[src/hdl/mob_pkg.sv]
// Shared types, request codes and constants for the memory ordering buffer.
`timescale 1ns / 1ps
`default_nettype none

package mob_pkg;

    localparam int ADDR_W  = 64;
    localparam int IDX_W   = 5;
    localparam int SIZE_W  = 3;
    localparam int TYPE_W  = 3;
    localparam int WIN_W   = 6;

    localparam logic [SIZE_W-1:0] SIZE_MAX   = 3'd4;
    localparam logic [WIN_W-1:0]  WINDOW_RST = 6'd8;

    typedef enum logic [TYPE_W-1:0] {
        REQ_ALLOC = 3'd0,
        REQ_LOAD  = 3'd1,
        REQ_STORE = 3'd2,
        REQ_CLEAR = 3'd3,
        REQ_QUERY = 3'd4
    } t_req_type;

    // Controller -> datapath
    typedef struct packed {
        logic capture;   // latch the request on its transfer
        logic exec;      // apply the request to the entry flags
        logic rd;        // read walk entry address from memory
        logic cmp;       // compare walk entry, cancel on match, advance
        logic load_out;  // move result into the output register
    } t_mob_cmd;

    // Datapath -> controller
    typedef struct packed {
        logic walk_start;  // accepted store with entries to scan
        logic walk_last;   // next walk entry is the allocation pointer
        logic out_busy;    // output register holds an untaken result
    } t_mob_sts;

    // Low address bits ignored for a given access size code
    function automatic logic [3:0] size_mask(input logic [SIZE_W-1:0] sz);
        logic [3:0] m;
        case (sz)
            3'd0:    m = 4'h0;
            3'd1:    m = 4'h1;
            3'd2:    m = 4'h3;
            3'd3:    m = 4'h7;
            3'd4:    m = 4'hF;
            default: m = 4'h0;
        endcase
        return m;
    endfunction

endpackage

`default_nettype wire

[src/hdl/mob_req_if.sv]
// Request channel: valid/ready handshake with the request fields.
`timescale 1ns / 1ps
`default_nettype none

interface mob_req_if;
    logic        valid;
    logic        ready;
    logic [2:0]  req_type;
    logic [4:0]  entry_index;
    logic        alloc_is_load;
    logic        alloc_is_store;
    logic [63:0] access_address;
    logic [2:0]  access_size;

    modport source (
        output valid, req_type, entry_index, alloc_is_load, alloc_is_store,
               access_address, access_size,
        input  ready
    );
    modport sink (
        input  valid, req_type, entry_index, alloc_is_load, alloc_is_store,
               access_address, access_size,
        output ready
    );
endinterface

`default_nettype wire

[src/hdl/mob_rsp_if.sv]
// Response channel: valid/ready handshake with the result fields.
`timescale 1ns / 1ps
`default_nettype none

interface mob_rsp_if;
    logic       valid;
    logic       ready;
    logic       alloc_ok;
    logic [4:0] alloc_index;
    logic       entry_valid;
    logic       entry_cancelled;
    logic       buffer_empty;
    logic       near_full;
    logic       request_error;

    modport source (
        output valid, alloc_ok, alloc_index, entry_valid, entry_cancelled,
               buffer_empty, near_full, request_error,
        input  ready
    );
    modport sink (
        input  valid, alloc_ok, alloc_index, entry_valid, entry_cancelled,
               buffer_empty, near_full, request_error,
        output ready
    );
endinterface

`default_nettype wire

[src/hdl/mob_ctrl.sv]
// Sequencing state machine for the memory ordering buffer.
`timescale 1ns / 1ps
`default_nettype none

module mob_ctrl
    import mob_pkg::*;
(
    input  wire logic     i_clk,
    input  wire logic     i_rst_n,
    input  wire logic     i_req_valid,
    output logic          o_req_ready,
    input  wire t_mob_sts i_sts,
    output t_mob_cmd      o_cmd
);

    typedef enum logic [4:0] {
        ST_IDLE = 5'b00001,
        ST_EXEC = 5'b00010,
        ST_READ = 5'b00100,
        ST_CMP  = 5'b01000,
        ST_DONE = 5'b10000
    } t_state;

    t_state r_state;
    t_state n_state;

    always_comb begin
        n_state = r_state;
        o_cmd   = '0;
        case (r_state)
            ST_IDLE: begin
                if (i_req_valid) begin
                    o_cmd.capture = 1'b1;
                    n_state       = ST_EXEC;
                end
            end
            ST_EXEC: begin
                o_cmd.exec = 1'b1;
                n_state    = i_sts.walk_start ? ST_READ : ST_DONE;
            end
            ST_READ: begin
                o_cmd.rd = 1'b1;
                n_state  = ST_CMP;
            end
            ST_CMP: begin
                o_cmd.cmp = 1'b1;
                n_state   = i_sts.walk_last ? ST_DONE : ST_READ;
            end
            ST_DONE: begin
                if (!i_sts.out_busy) begin
                    o_cmd.load_out = 1'b1;
                    n_state        = ST_IDLE;
                end
            end
            default: n_state = ST_IDLE;
        endcase
    end

    always_ff @(posedge i_clk) begin
        if (!i_rst_n) begin
            r_state <= ST_IDLE;
        end else begin
            r_state <= n_state;
        end
    end

    assign o_req_ready = (r_state == ST_IDLE);

    // A transfer always leads into execution of that request
    a_accept_exec: assert property (@(posedge i_clk) disable iff (!i_rst_n)
        (i_req_valid && o_req_ready) |=> (r_state == ST_EXEC))
        else $error("accepted request did not enter execution");

    // The result register is never overwritten while it still holds a result
    a_no_overwrite: assert property (@(posedge i_clk) disable iff (!i_rst_n)
        o_cmd.load_out |-> !i_sts.out_busy)
        else $error("result loaded over an untaken result");

endmodule

`default_nettype wire

[src/hdl/mob_dp.sv]
// Entry flags, address memory, store-walk compare and result registers.
`timescale 1ns / 1ps
`default_nettype none

module mob_dp
    import mob_pkg::*;
#(
    parameter int DEPTH = 32
) (
    input  wire logic              i_clk,
    input  wire logic              i_rst_n,
    input  wire t_mob_cmd          i_cmd,
    output t_mob_sts               o_sts,
    input  wire logic              i_cfg_we,
    input  wire logic [WIN_W-1:0]  i_cfg_wdata,
    input  wire logic [TYPE_W-1:0] i_req_type,
    input  wire logic [IDX_W-1:0]  i_entry_index,
    input  wire logic              i_alloc_is_load,
    input  wire logic              i_alloc_is_store,
    input  wire logic [ADDR_W-1:0] i_access_address,
    input  wire logic [SIZE_W-1:0] i_access_size,
    input  wire logic              i_rsp_ready,
    output logic                   o_rsp_valid,
    output logic                   o_alloc_ok,
    output logic [IDX_W-1:0]       o_alloc_index,
    output logic                   o_entry_valid,
    output logic                   o_entry_cancelled,
    output logic                   o_buffer_empty,
    output logic                   o_near_full,
    output logic                   o_request_error
);

    localparam int AW = (DEPTH > 1) ? $clog2(DEPTH) : 1;
    localparam int DW = AW + 1;
    localparam int CW = (DW > WIN_W) ? DW : WIN_W;

    // Entry flags
    logic [DEPTH-1:0] r_valid, r_cancel, r_load, r_store, r_known;
    logic [AW-1:0]    r_ptr;
    logic [WIN_W-1:0] r_window;

    // Address/size memory, read one entry per walk step
    logic [ADDR_W-1:0] r_mem_addr [DEPTH];
    logic [SIZE_W-1:0] r_mem_size [DEPTH];
    logic [ADDR_W-1:0] r_rd_addr;
    logic [SIZE_W-1:0] r_rd_size;

    // Captured request
    logic [TYPE_W-1:0] r_req_type;
    logic [IDX_W-1:0]  r_req_idx;
    logic              r_req_ld, r_req_st;
    logic [ADDR_W-1:0] r_req_addr;
    logic [SIZE_W-1:0] r_req_size;

    logic [AW-1:0] r_walk_k;
    logic [AW-1:0] n_walk_k;
    logic [AW-1:0] ptr_inc;

    // Held per-request result
    logic             r_res_ok, r_res_qv, r_res_qc, r_res_err;
    logic [IDX_W-1:0] r_res_aidx;
    logic             r_out_vld;

    logic          idx_ok;
    logic [AW-1:0] ia;
    logic          ld_err, st_err;
    logic          e_ok, e_qv, e_qc, e_err;
    logic          hit;
    logic [DEPTH-1:0] win_hit;
    logic [DW-1:0]    ring_off;

    assign idx_ok  = int'(r_req_idx) < DEPTH;
    assign ia      = AW'(r_req_idx);
    assign ptr_inc = (r_ptr == AW'(DEPTH - 1)) ? '0 : r_ptr + 1'b1;
    assign n_walk_k = (r_walk_k == AW'(DEPTH - 1)) ? '0 : r_walk_k + 1'b1;

    assign ld_err = !idx_ok || (r_req_size > SIZE_MAX) || !r_valid[ia] ||
                    !r_load[ia] || r_known[ia];
    assign st_err = !idx_ok || (r_req_size > SIZE_MAX) || !r_valid[ia] ||
                    r_cancel[ia] || !r_store[ia] || r_known[ia];

    always_comb begin
        e_ok  = 1'b0;
        e_qv  = 1'b0;
        e_qc  = 1'b0;
        e_err = 1'b0;
        case (r_req_type)
            REQ_ALLOC: e_ok  = !r_valid[r_ptr];
            REQ_LOAD:  e_err = ld_err;
            REQ_STORE: e_err = st_err;
            REQ_CLEAR: e_err = !idx_ok;
            REQ_QUERY: begin
                e_err = !idx_ok;
                e_qv  = idx_ok && r_valid[ia];
                e_qc  = idx_ok && r_valid[ia] && r_cancel[ia];
            end
            default:   e_err = 1'b1;
        endcase
    end

    // Walk compare: load entry, address known, same line after both masks
    assign hit = r_valid[r_walk_k] && !r_cancel[r_walk_k] && !r_store[r_walk_k] &&
                 r_known[r_walk_k] &&
                 (r_rd_addr[ADDR_W-1:4] == r_req_addr[ADDR_W-1:4]) &&
                 ((r_rd_addr[3:0] & ~size_mask(r_rd_size)) ==
                  (r_req_addr[3:0] & ~size_mask(r_req_size)));

    assign o_sts.walk_start = (r_req_type == REQ_STORE) && !st_err && (ia != r_ptr);
    assign o_sts.walk_last  = (n_walk_k == r_ptr);
    assign o_sts.out_busy   = r_out_vld && !i_rsp_ready;

    // Ring distance of each entry from the allocation pointer vs. the window
    always_comb begin
        ring_off = '0;
        for (int k = 0; k < DEPTH; k++) begin
            ring_off = DW'(k) - DW'(r_ptr) +
                       ((DW'(k) < DW'(r_ptr)) ? DW'(DEPTH) : '0);
            win_hit[k] = CW'(ring_off) < CW'(r_window);
        end
    end

    // Control flags
    always_ff @(posedge i_clk) begin
        if (!i_rst_n) begin
            r_valid   <= '0;
            r_cancel  <= '0;
            r_load    <= '0;
            r_store   <= '0;
            r_known   <= '0;
            r_ptr     <= '0;
            r_window  <= WINDOW_RST;
            r_out_vld <= 1'b0;
        end else begin
            if (i_cfg_we) begin
                r_window <= i_cfg_wdata;
            end
            if (i_cmd.exec) begin
                case (r_req_type)
                    REQ_ALLOC: begin
                        if (!r_valid[r_ptr]) begin
                            r_valid[r_ptr]  <= 1'b1;
                            r_cancel[r_ptr] <= 1'b0;
                            r_load[r_ptr]   <= r_req_ld;
                            r_store[r_ptr]  <= r_req_st;
                            r_known[r_ptr]  <= 1'b0;
                            r_ptr           <= ptr_inc;
                        end
                    end
                    REQ_LOAD: begin
                        if (!ld_err) begin
                            r_cancel[ia] <= 1'b0;
                            r_known[ia]  <= 1'b1;
                        end
                    end
                    REQ_STORE: begin
                        if (!st_err) begin
                            r_known[ia] <= 1'b1;
                        end
                    end
                    REQ_CLEAR: begin
                        if (idx_ok) begin
                            r_valid[ia]  <= 1'b0;
                            r_cancel[ia] <= 1'b0;
                            r_load[ia]   <= 1'b0;
                            r_store[ia]  <= 1'b0;
                            r_known[ia]  <= 1'b0;
                        end
                    end
                    default: ;
                endcase
            end
            if (i_cmd.cmp && hit) begin
                r_cancel[r_walk_k] <= 1'b1;
            end
            if (i_cmd.load_out) begin
                r_out_vld <= 1'b1;
            end else if (i_rsp_ready) begin
                r_out_vld <= 1'b0;
            end
        end
    end

    // Address memory
    always_ff @(posedge i_clk) begin
        if (i_cmd.exec && (((r_req_type == REQ_LOAD) && !ld_err) ||
                           ((r_req_type == REQ_STORE) && !st_err))) begin
            r_mem_addr[ia] <= r_req_addr;
            r_mem_size[ia] <= r_req_size;
        end
        if (i_cmd.rd) begin
            r_rd_addr <= r_mem_addr[r_walk_k];
            r_rd_size <= r_mem_size[r_walk_k];
        end
    end

    // Payload registers
    always_ff @(posedge i_clk) begin
        if (i_cmd.capture) begin
            r_req_type <= i_req_type;
            r_req_idx  <= i_entry_index;
            r_req_ld   <= i_alloc_is_load;
            r_req_st   <= i_alloc_is_store;
            r_req_addr <= i_access_address;
            r_req_size <= i_access_size;
        end
        if (i_cmd.exec) begin
            r_res_ok   <= e_ok;
            r_res_aidx <= e_ok ? IDX_W'(r_ptr) : '0;
            r_res_qv   <= e_qv;
            r_res_qc   <= e_qc;
            r_res_err  <= e_err;
            r_walk_k   <= ia;
        end else if (i_cmd.cmp) begin
            r_walk_k <= n_walk_k;
        end
        if (i_cmd.load_out) begin
            o_alloc_ok        <= r_res_ok;
            o_alloc_index     <= r_res_aidx;
            o_entry_valid     <= r_res_qv;
            o_entry_cancelled <= r_res_qc;
            o_request_error   <= r_res_err;
            o_buffer_empty    <= ~|r_valid;
            o_near_full       <= |(r_valid & win_hit);
        end
    end

    assign o_rsp_valid = r_out_vld;

    a_cancel_valid: assert property (@(posedge i_clk) disable iff (!i_rst_n)
        (r_cancel & ~r_valid) == '0)
        else $error("cancel mark on a free entry");

    a_known_valid: assert property (@(posedge i_clk) disable iff (!i_rst_n)
        (r_known & ~r_valid) == '0)
        else $error("address known on a free entry");

    // The store walk stops before it reaches the allocation pointer
    a_walk_bound: assert property (@(posedge i_clk) disable iff (!i_rst_n)
        (i_cmd.rd || i_cmd.cmp) |-> (r_walk_k != r_ptr))
        else $error("store walk reached the allocation pointer");

endmodule

`default_nettype wire

[src/hdl/memory_ordering_buffer.sv]
// Top level of the memory ordering buffer: controller, datapath, channels.
// Sequence: a request is captured on its transfer and applied in the execute state; then a
//   store scans the entries from the store up to the pointer (read, compare per entry).
// One request at a time: ready only in idle, after the result enters the output register;
//   the walk reads the address memory through its one read port per entry.
// Reset: synchronous active-low; clears all entry flags, pointer, result valid.
`timescale 1ns / 1ps
`default_nettype none

module memory_ordering_buffer
    import mob_pkg::*;
#(
    parameter int BUFFER_DEPTH = 32
) (
    input  wire logic             i_clk,
    input  wire logic             i_rst_n,
    input  wire logic             i_cfg_we,
    input  wire logic [WIN_W-1:0] i_cfg_wdata,
    mob_req_if.sink               i_req,
    mob_rsp_if.source             o_rsp
);

    // Command / status between the sequencer and the datapath
    t_mob_cmd cmd;
    t_mob_sts sts;

    // Sequencer: one request at a time; the request side opens again
    // as soon as the result sits in the output register.
    mob_ctrl u_ctrl (
        .i_clk       (i_clk),
        .i_rst_n     (i_rst_n),
        .i_req_valid (i_req.valid),
        .o_req_ready (i_req.ready),
        .i_sts       (sts),
        .o_cmd       (cmd)
    );

    // Datapath: entry flags in flops, addresses in a one-port memory,
    // store walk compares one entry at a time (read, then compare).
    mob_dp #(
        .DEPTH (BUFFER_DEPTH)
    ) u_dp (
        .i_clk             (i_clk),
        .i_rst_n           (i_rst_n),
        .i_cmd             (cmd),
        .o_sts             (sts),
        .i_cfg_we          (i_cfg_we),
        .i_cfg_wdata       (i_cfg_wdata),
        .i_req_type        (i_req.req_type),
        .i_entry_index     (i_req.entry_index),
        .i_alloc_is_load   (i_req.alloc_is_load),
        .i_alloc_is_store  (i_req.alloc_is_store),
        .i_access_address  (i_req.access_address),
        .i_access_size     (i_req.access_size),
        .i_rsp_ready       (o_rsp.ready),
        .o_rsp_valid       (o_rsp.valid),
        .o_alloc_ok        (o_rsp.alloc_ok),
        .o_alloc_index     (o_rsp.alloc_index),
        .o_entry_valid     (o_rsp.entry_valid),
        .o_entry_cancelled (o_rsp.entry_cancelled),
        .o_buffer_empty    (o_rsp.buffer_empty),
        .o_near_full       (o_rsp.near_full),
        .o_request_error   (o_rsp.request_error)
    );

endmodule

`default_nettype wire

[src/flat_wrapper.sv]
// flat-port wrapper written by rule: the top's interface ports become plain ports
module memory_ordering_buffer_flat import mob_pkg::*;
#(
    parameter int BUFFER_DEPTH = 32
)
  (i_clk, i_rst_n, i_cfg_we, i_cfg_wdata, i_req_valid, i_req_req_type, i_req_entry_index, i_req_alloc_is_load, i_req_alloc_is_store, i_req_access_address, i_req_access_size, i_req_ready, o_rsp_valid, o_rsp_alloc_ok, o_rsp_alloc_index, o_rsp_entry_valid, o_rsp_entry_cancelled, o_rsp_buffer_empty, o_rsp_near_full, o_rsp_request_error, o_rsp_ready);
  mob_req_if i_req_i ();
  mob_rsp_if o_rsp_i ();
  input  wire logic i_clk;
  input  wire logic i_rst_n;
  input  wire logic i_cfg_we;
  input  wire logic [WIN_W-1:0] i_cfg_wdata;
  input wire logic [$bits(i_req_i.valid)-1:0] i_req_valid;
  input wire logic [$bits(i_req_i.req_type)-1:0] i_req_req_type;
  input wire logic [$bits(i_req_i.entry_index)-1:0] i_req_entry_index;
  input wire logic [$bits(i_req_i.alloc_is_load)-1:0] i_req_alloc_is_load;
  input wire logic [$bits(i_req_i.alloc_is_store)-1:0] i_req_alloc_is_store;
  input wire logic [$bits(i_req_i.access_address)-1:0] i_req_access_address;
  input wire logic [$bits(i_req_i.access_size)-1:0] i_req_access_size;
  output wire logic [$bits(i_req_i.ready)-1:0] i_req_ready;
  output wire logic [$bits(o_rsp_i.valid)-1:0] o_rsp_valid;
  output wire logic [$bits(o_rsp_i.alloc_ok)-1:0] o_rsp_alloc_ok;
  output wire logic [$bits(o_rsp_i.alloc_index)-1:0] o_rsp_alloc_index;
  output wire logic [$bits(o_rsp_i.entry_valid)-1:0] o_rsp_entry_valid;
  output wire logic [$bits(o_rsp_i.entry_cancelled)-1:0] o_rsp_entry_cancelled;
  output wire logic [$bits(o_rsp_i.buffer_empty)-1:0] o_rsp_buffer_empty;
  output wire logic [$bits(o_rsp_i.near_full)-1:0] o_rsp_near_full;
  output wire logic [$bits(o_rsp_i.request_error)-1:0] o_rsp_request_error;
  input wire logic [$bits(o_rsp_i.ready)-1:0] o_rsp_ready;
  assign i_req_i.valid = i_req_valid;
  assign i_req_i.req_type = i_req_req_type;
  assign i_req_i.entry_index = i_req_entry_index;
  assign i_req_i.alloc_is_load = i_req_alloc_is_load;
  assign i_req_i.alloc_is_store = i_req_alloc_is_store;
  assign i_req_i.access_address = i_req_access_address;
  assign i_req_i.access_size = i_req_access_size;
  assign i_req_ready = i_req_i.ready;
  assign o_rsp_valid = o_rsp_i.valid;
  assign o_rsp_alloc_ok = o_rsp_i.alloc_ok;
  assign o_rsp_alloc_index = o_rsp_i.alloc_index;
  assign o_rsp_entry_valid = o_rsp_i.entry_valid;
  assign o_rsp_entry_cancelled = o_rsp_i.entry_cancelled;
  assign o_rsp_buffer_empty = o_rsp_i.buffer_empty;
  assign o_rsp_near_full = o_rsp_i.near_full;
  assign o_rsp_request_error = o_rsp_i.request_error;
  assign o_rsp_i.ready = o_rsp_ready;
  memory_ordering_buffer #(.BUFFER_DEPTH(BUFFER_DEPTH)) u_core (.i_clk(i_clk), .i_rst_n(i_rst_n), .i_cfg_we(i_cfg_we), .i_cfg_wdata(i_cfg_wdata), .i_req(i_req_i), .o_rsp(o_rsp_i));
endmodule
[config.mk]
export PLATFORM = sky130hd
export DESIGN_NAME = memory_ordering_buffer_flat
export DESIGN_NICKNAME = d
export VERILOG_FILES = /design/src/hdl/mob_pkg.sv /design/src/hdl/mob_req_if.sv /design/src/hdl/mob_rsp_if.sv /design/src/hdl/mob_ctrl.sv /design/src/hdl/mob_dp.sv /design/src/hdl/memory_ordering_buffer.sv /design/src/flat_wrapper.sv
export SDC_FILE = /design/constraint.sdc
export NUM_CORES = 2
export LEC_CHECK = 0
export BUFFER_PORTS_ARGS = -buffer_cell sky130_fd_sc_hd__clkbuf_2
export CORE_AREA = 2 2 521 523
export DETAILED_ROUTE_END_ITERATION = 16
export DIE_AREA = 0 0 523 525
export PLACE_DENSITY = 0.53
export SYNTH_ARGS = -nofsm -noshare
export SYNTH_HDL_FRONTEND = slang
export SYNTH_HIERARCHICAL = 1
export SYNTH_SLANG_ARGS = --single-unit
[constraint.sdc]
create_clock -name i_clk -period 8.05 [get_ports i_clk]
set_input_delay 1.61 -clock i_clk [delete_from_list [all_inputs] [get_ports i_clk]]
set_output_delay 1.61 -clock i_clk [all_outputs]
set_load 0.01 [all_outputs]
==> flow_metrics.env <==
export IMPL_combPwrFrac_pct=2.6
export IMPL_via_count=53300
export IMPL_wl_per_cell_microns=31.0
export IMPL_port_buffer_count=100
export IMPL_final_layout_size_suffix_gt1_share_pct=23.6
export IMPL_io_pins=101
export IMPL_synth_area_leaders="edfxtp_1 (70%), mux4_2 (13%), dfxtp_1 (3.6%)"
export IMPL_dp_hpwl_microns=159000
export IMPL_core_area_sq_um=269000
export IMPL_internal_power_mw=21.6
export IMPL_yosysUniqueCellTypes=84
export IMPL_synth_top_cell_area_share_pct=70.0
export IMPL_synth_edf_count=2313
export IMPL_critPathMaxFanout=46
export IMPL_drtIter0Drc=5666
export IMPL_cts_tree="done"
export IMPL_numCtsBuffers=273
export IMPL_rows=191
export IMPL_die_area_sq_um=275000
export IMPL_synth_common_cells="edfxtp_1 (2313), mux4_2 (554), a22oi_1 (268)"
export IMPL_synth_avg_cell_area_sq_um=19.1
export IMPL_r2r_slack_ns=2.20
export IMPL_finalCriticalPeriod_ns=5.85
export IMPL_critPathRequiredTime_ns=8.50
export IMPL_yosysSeqAreaShare_pct=73.5
export IMPL_post_cts_buffers=0
export IMPL_total_leakage_power_nw=35.9
export IMPL_cp_data_arrival_time_ns=6.29
export IMPL_pwr_share_seq_pct=52.4
export IMPL_path_class="reg2reg"
export IMPL_synth_top_cell_by_area="edfxtp_1"
export IMPL_fin_nets=5630
export IMPL_cts_resized_gates=0
export IMPL_htreeDepth=5
export IMPL_p_per_area_nw_per_um2=239
export IMPL_grt_start_max_net_pins=111
export IMPL_rsz0062_at_grt="false"
export IMPL_critPathLaunchType="flip-flop"
export IMPL_ys_ff_latch=2490
export IMPL_setup_viol=0
export IMPL_fmax_mhz=171
export IMPL_synth_most_common_cell="edfxtp_1"
export IMPL_grt_pass1_vias=54000
export IMPL_gp_congestion=0.912
export IMPL_clock_path_buffers=4
export IMPL_detail_route_vias_per_cell=5.77
export IMPL_ir_drop_v=0.000179
export IMPL_path_clk_slew_ns=0.06
export IMPL_timing_hold_ws_ns=0.437
export IMPL_dieHeight_microns=525
export IMPL_hold_buffers=0
export IMPL_synthArstFlopShare_pct=0
export IMPL_power_frac_clock_pct=45.0
export IMPL_outcome="finished, final reports clean"
export IMPL_synth_cells=5192
export IMPL_grt_overflow_total=0
export IMPL_p_switching_mw=5.61
export IMPL_min_period_over_period_pct=72.6
export IMPL_cts_sinks=2490
export IMPL_slew_headroom_pct=16.0
export IMPL_first_pass_iters=5
export IMPL_final_hold_viol_count=0
export IMPL_antenna_found_initial=5
export IMPL_initial_core_util_pct=36.9
export IMPL_clock_skew_ns=0.0617
export IMPL_die_w_microns=523
export IMPL_synthFlopType="edfxtp_1"
export IMPL_drc=0
export IMPL_fill_cells=23400
export IMPL_drt_wl_total_microns=286000
export IMPL_setup_tns_ns=0
export IMPL_grt_usage_pct=20.6
export IMPL_ant_nets=0
export IMPL_syn_num_nets=5367
export IMPL_min_path_type="reg2reg"
export IMPL_worst_setup_path_end_kind="flip-flop"
export IMPL_grt_pass1_wl_microns=409000
export IMPL_clk_latency_ns=0.85
export IMPL_maxCapViolCount=0
export IMPL_yosys_warnings=6
export IMPL_synth_area_sq_um=99300
export IMPL_slew_viol_final=0
export IMPL_swShare_pct=20.7
export IMPL_root_buffer="clkbuf_16"
export IMPL_tightestPinTransition_ns=1.26
export IMPL_syn2layout_area_growth_pct=14.5
state kept, by name, summed over array words and instances (netlist names), 6 cells and up:
register,cells
u_core/u_dp/r_req_addr,64
u_core/u_dp/r_known,32
u_core/u_dp/r_rd_addr,64
u_core/u_dp/r_load,32
u_core/u_dp/r_mem_addr,2048
u_core/u_dp/r_valid,32
u_core/u_dp/r_mem_size,96
u_core/u_dp/r_store,32
u_core/u_dp/r_window,6
u_core/u_dp/r_cancel,32
layout make-up:
cell class | instances | area (sq um) | area share [%]
sequential | 2490 | 73000 | 64.2
antenna | 4 | 10.0 | 0.00881
multi-input combinational | 2288 | 24800 | 21.9
tap | 3570 | 4470 | 3.93
clock inverter | 133 | 1220 | 1.07
clock buffer | 343 | 7370 | 6.49
inverter | 96 | 360 | 0.317
timing repair buffer | 306 | 2360 | 2.08
path summary, 6_finish.rpt:
path,endpoint,from,depth (start not counted)
worst min register to register,u_core/u_dp/o_alloc_index[1],u_core/u_dp/r_res_aidx[1],0
worst max-delay path,u_core/u_dp/r_mem_addr[19][61],u_core/u_dp/ia[1],10
worst max register to register,u_core/u_dp/r_mem_addr[19][61],u_core/u_dp/ia[1],10
worst min-delay path,u_core/u_dp/o_alloc_index[1],u_core/u_dp/r_res_aidx[1],0
logic make-up after synthesis:
group                      count (synthesis)  synth area share [%]
AOI/OAI and AO/OA                        816                  5.69
xor gates and xnor gates                  75                 0.662
adders and majority gates                 87                  1.10
buffers and inverters                    414                  1.73
DFF                                     2490                  73.5
muxes                                    655                  13.6
and+or+nand+nor                          655                  3.66
worst max-delay path: stages, from the launching register on:
cell and delay (ns):
edfxtp_1 1.01, buf_4 0.46, mux2i_1 0.27, o22ai_1 0.10
nor4_1 0.47, nand4_1 0.29, or3_4 0.42, a211o_2 0.61
buf_4 0.42, nor2_4 0.87, buf_12 0.44
layer usage:
metal | wire length [microns] | track usage (%)
met5 | 0 | 0
met2 | 138000 | 33.4
met3 | 16600 | 2.94
met4 | 8550 | 5.93
met1 | 123000 | 28.9
placed cells by master, fill, tap and decap left out, types with 83 or more instances in the layout:
master     count
ha_1          87
clkbuf_2      99
nand2_1      156
edfxtp_1    2313
buf_4        182
nand4_1       83
clkbuf_16    285
mux4_2       554
o22ai_1      112
inv_1         92
o21ai_0      149
dfxtp_1      176
a22oi_1      268
power groups by stage:
stage / Clock (mW) / Sequential (mW) / Combinational [mW]
after floorplan: 0 / 14.6 / 0.300
after detailed placement: 0 / 14.5 / 0.717
after CTS: 12.5 / 14.2 / 0.718
after global routing: 12.9 / 14.2 / 0.765
final: 12.2 / 14.2 / 0.711
after global placement: 0 / 14.5 / 0.703
through the flow:
| step | cells | worst slack [ns] | total power, mW | utilization, % | area (sq um) |
|---|---|---|---|---|---|
| 2_1_floorplan | 5192 | 0.397 | 14.9 | - | 99300 |
| 6_report | 9230 | 2.20 | 27.2 | 42.2 | 114000 |
| 3_5_place_dp | 8750 | 2.26 | 15.2 | 39.0 | 105000 |
| 4_1_cts | 9226 | 2.25 | 27.4 | 42.2 | 114000 |
| 5_1_grt | 9227 | 2.00 | 27.9 | 42.2 | 114000 |
| 3_3_place_gp | 8750 | 2.44 | 15.2 | 39.0 | 105000 |
Power figures use the tool's default switching activity.
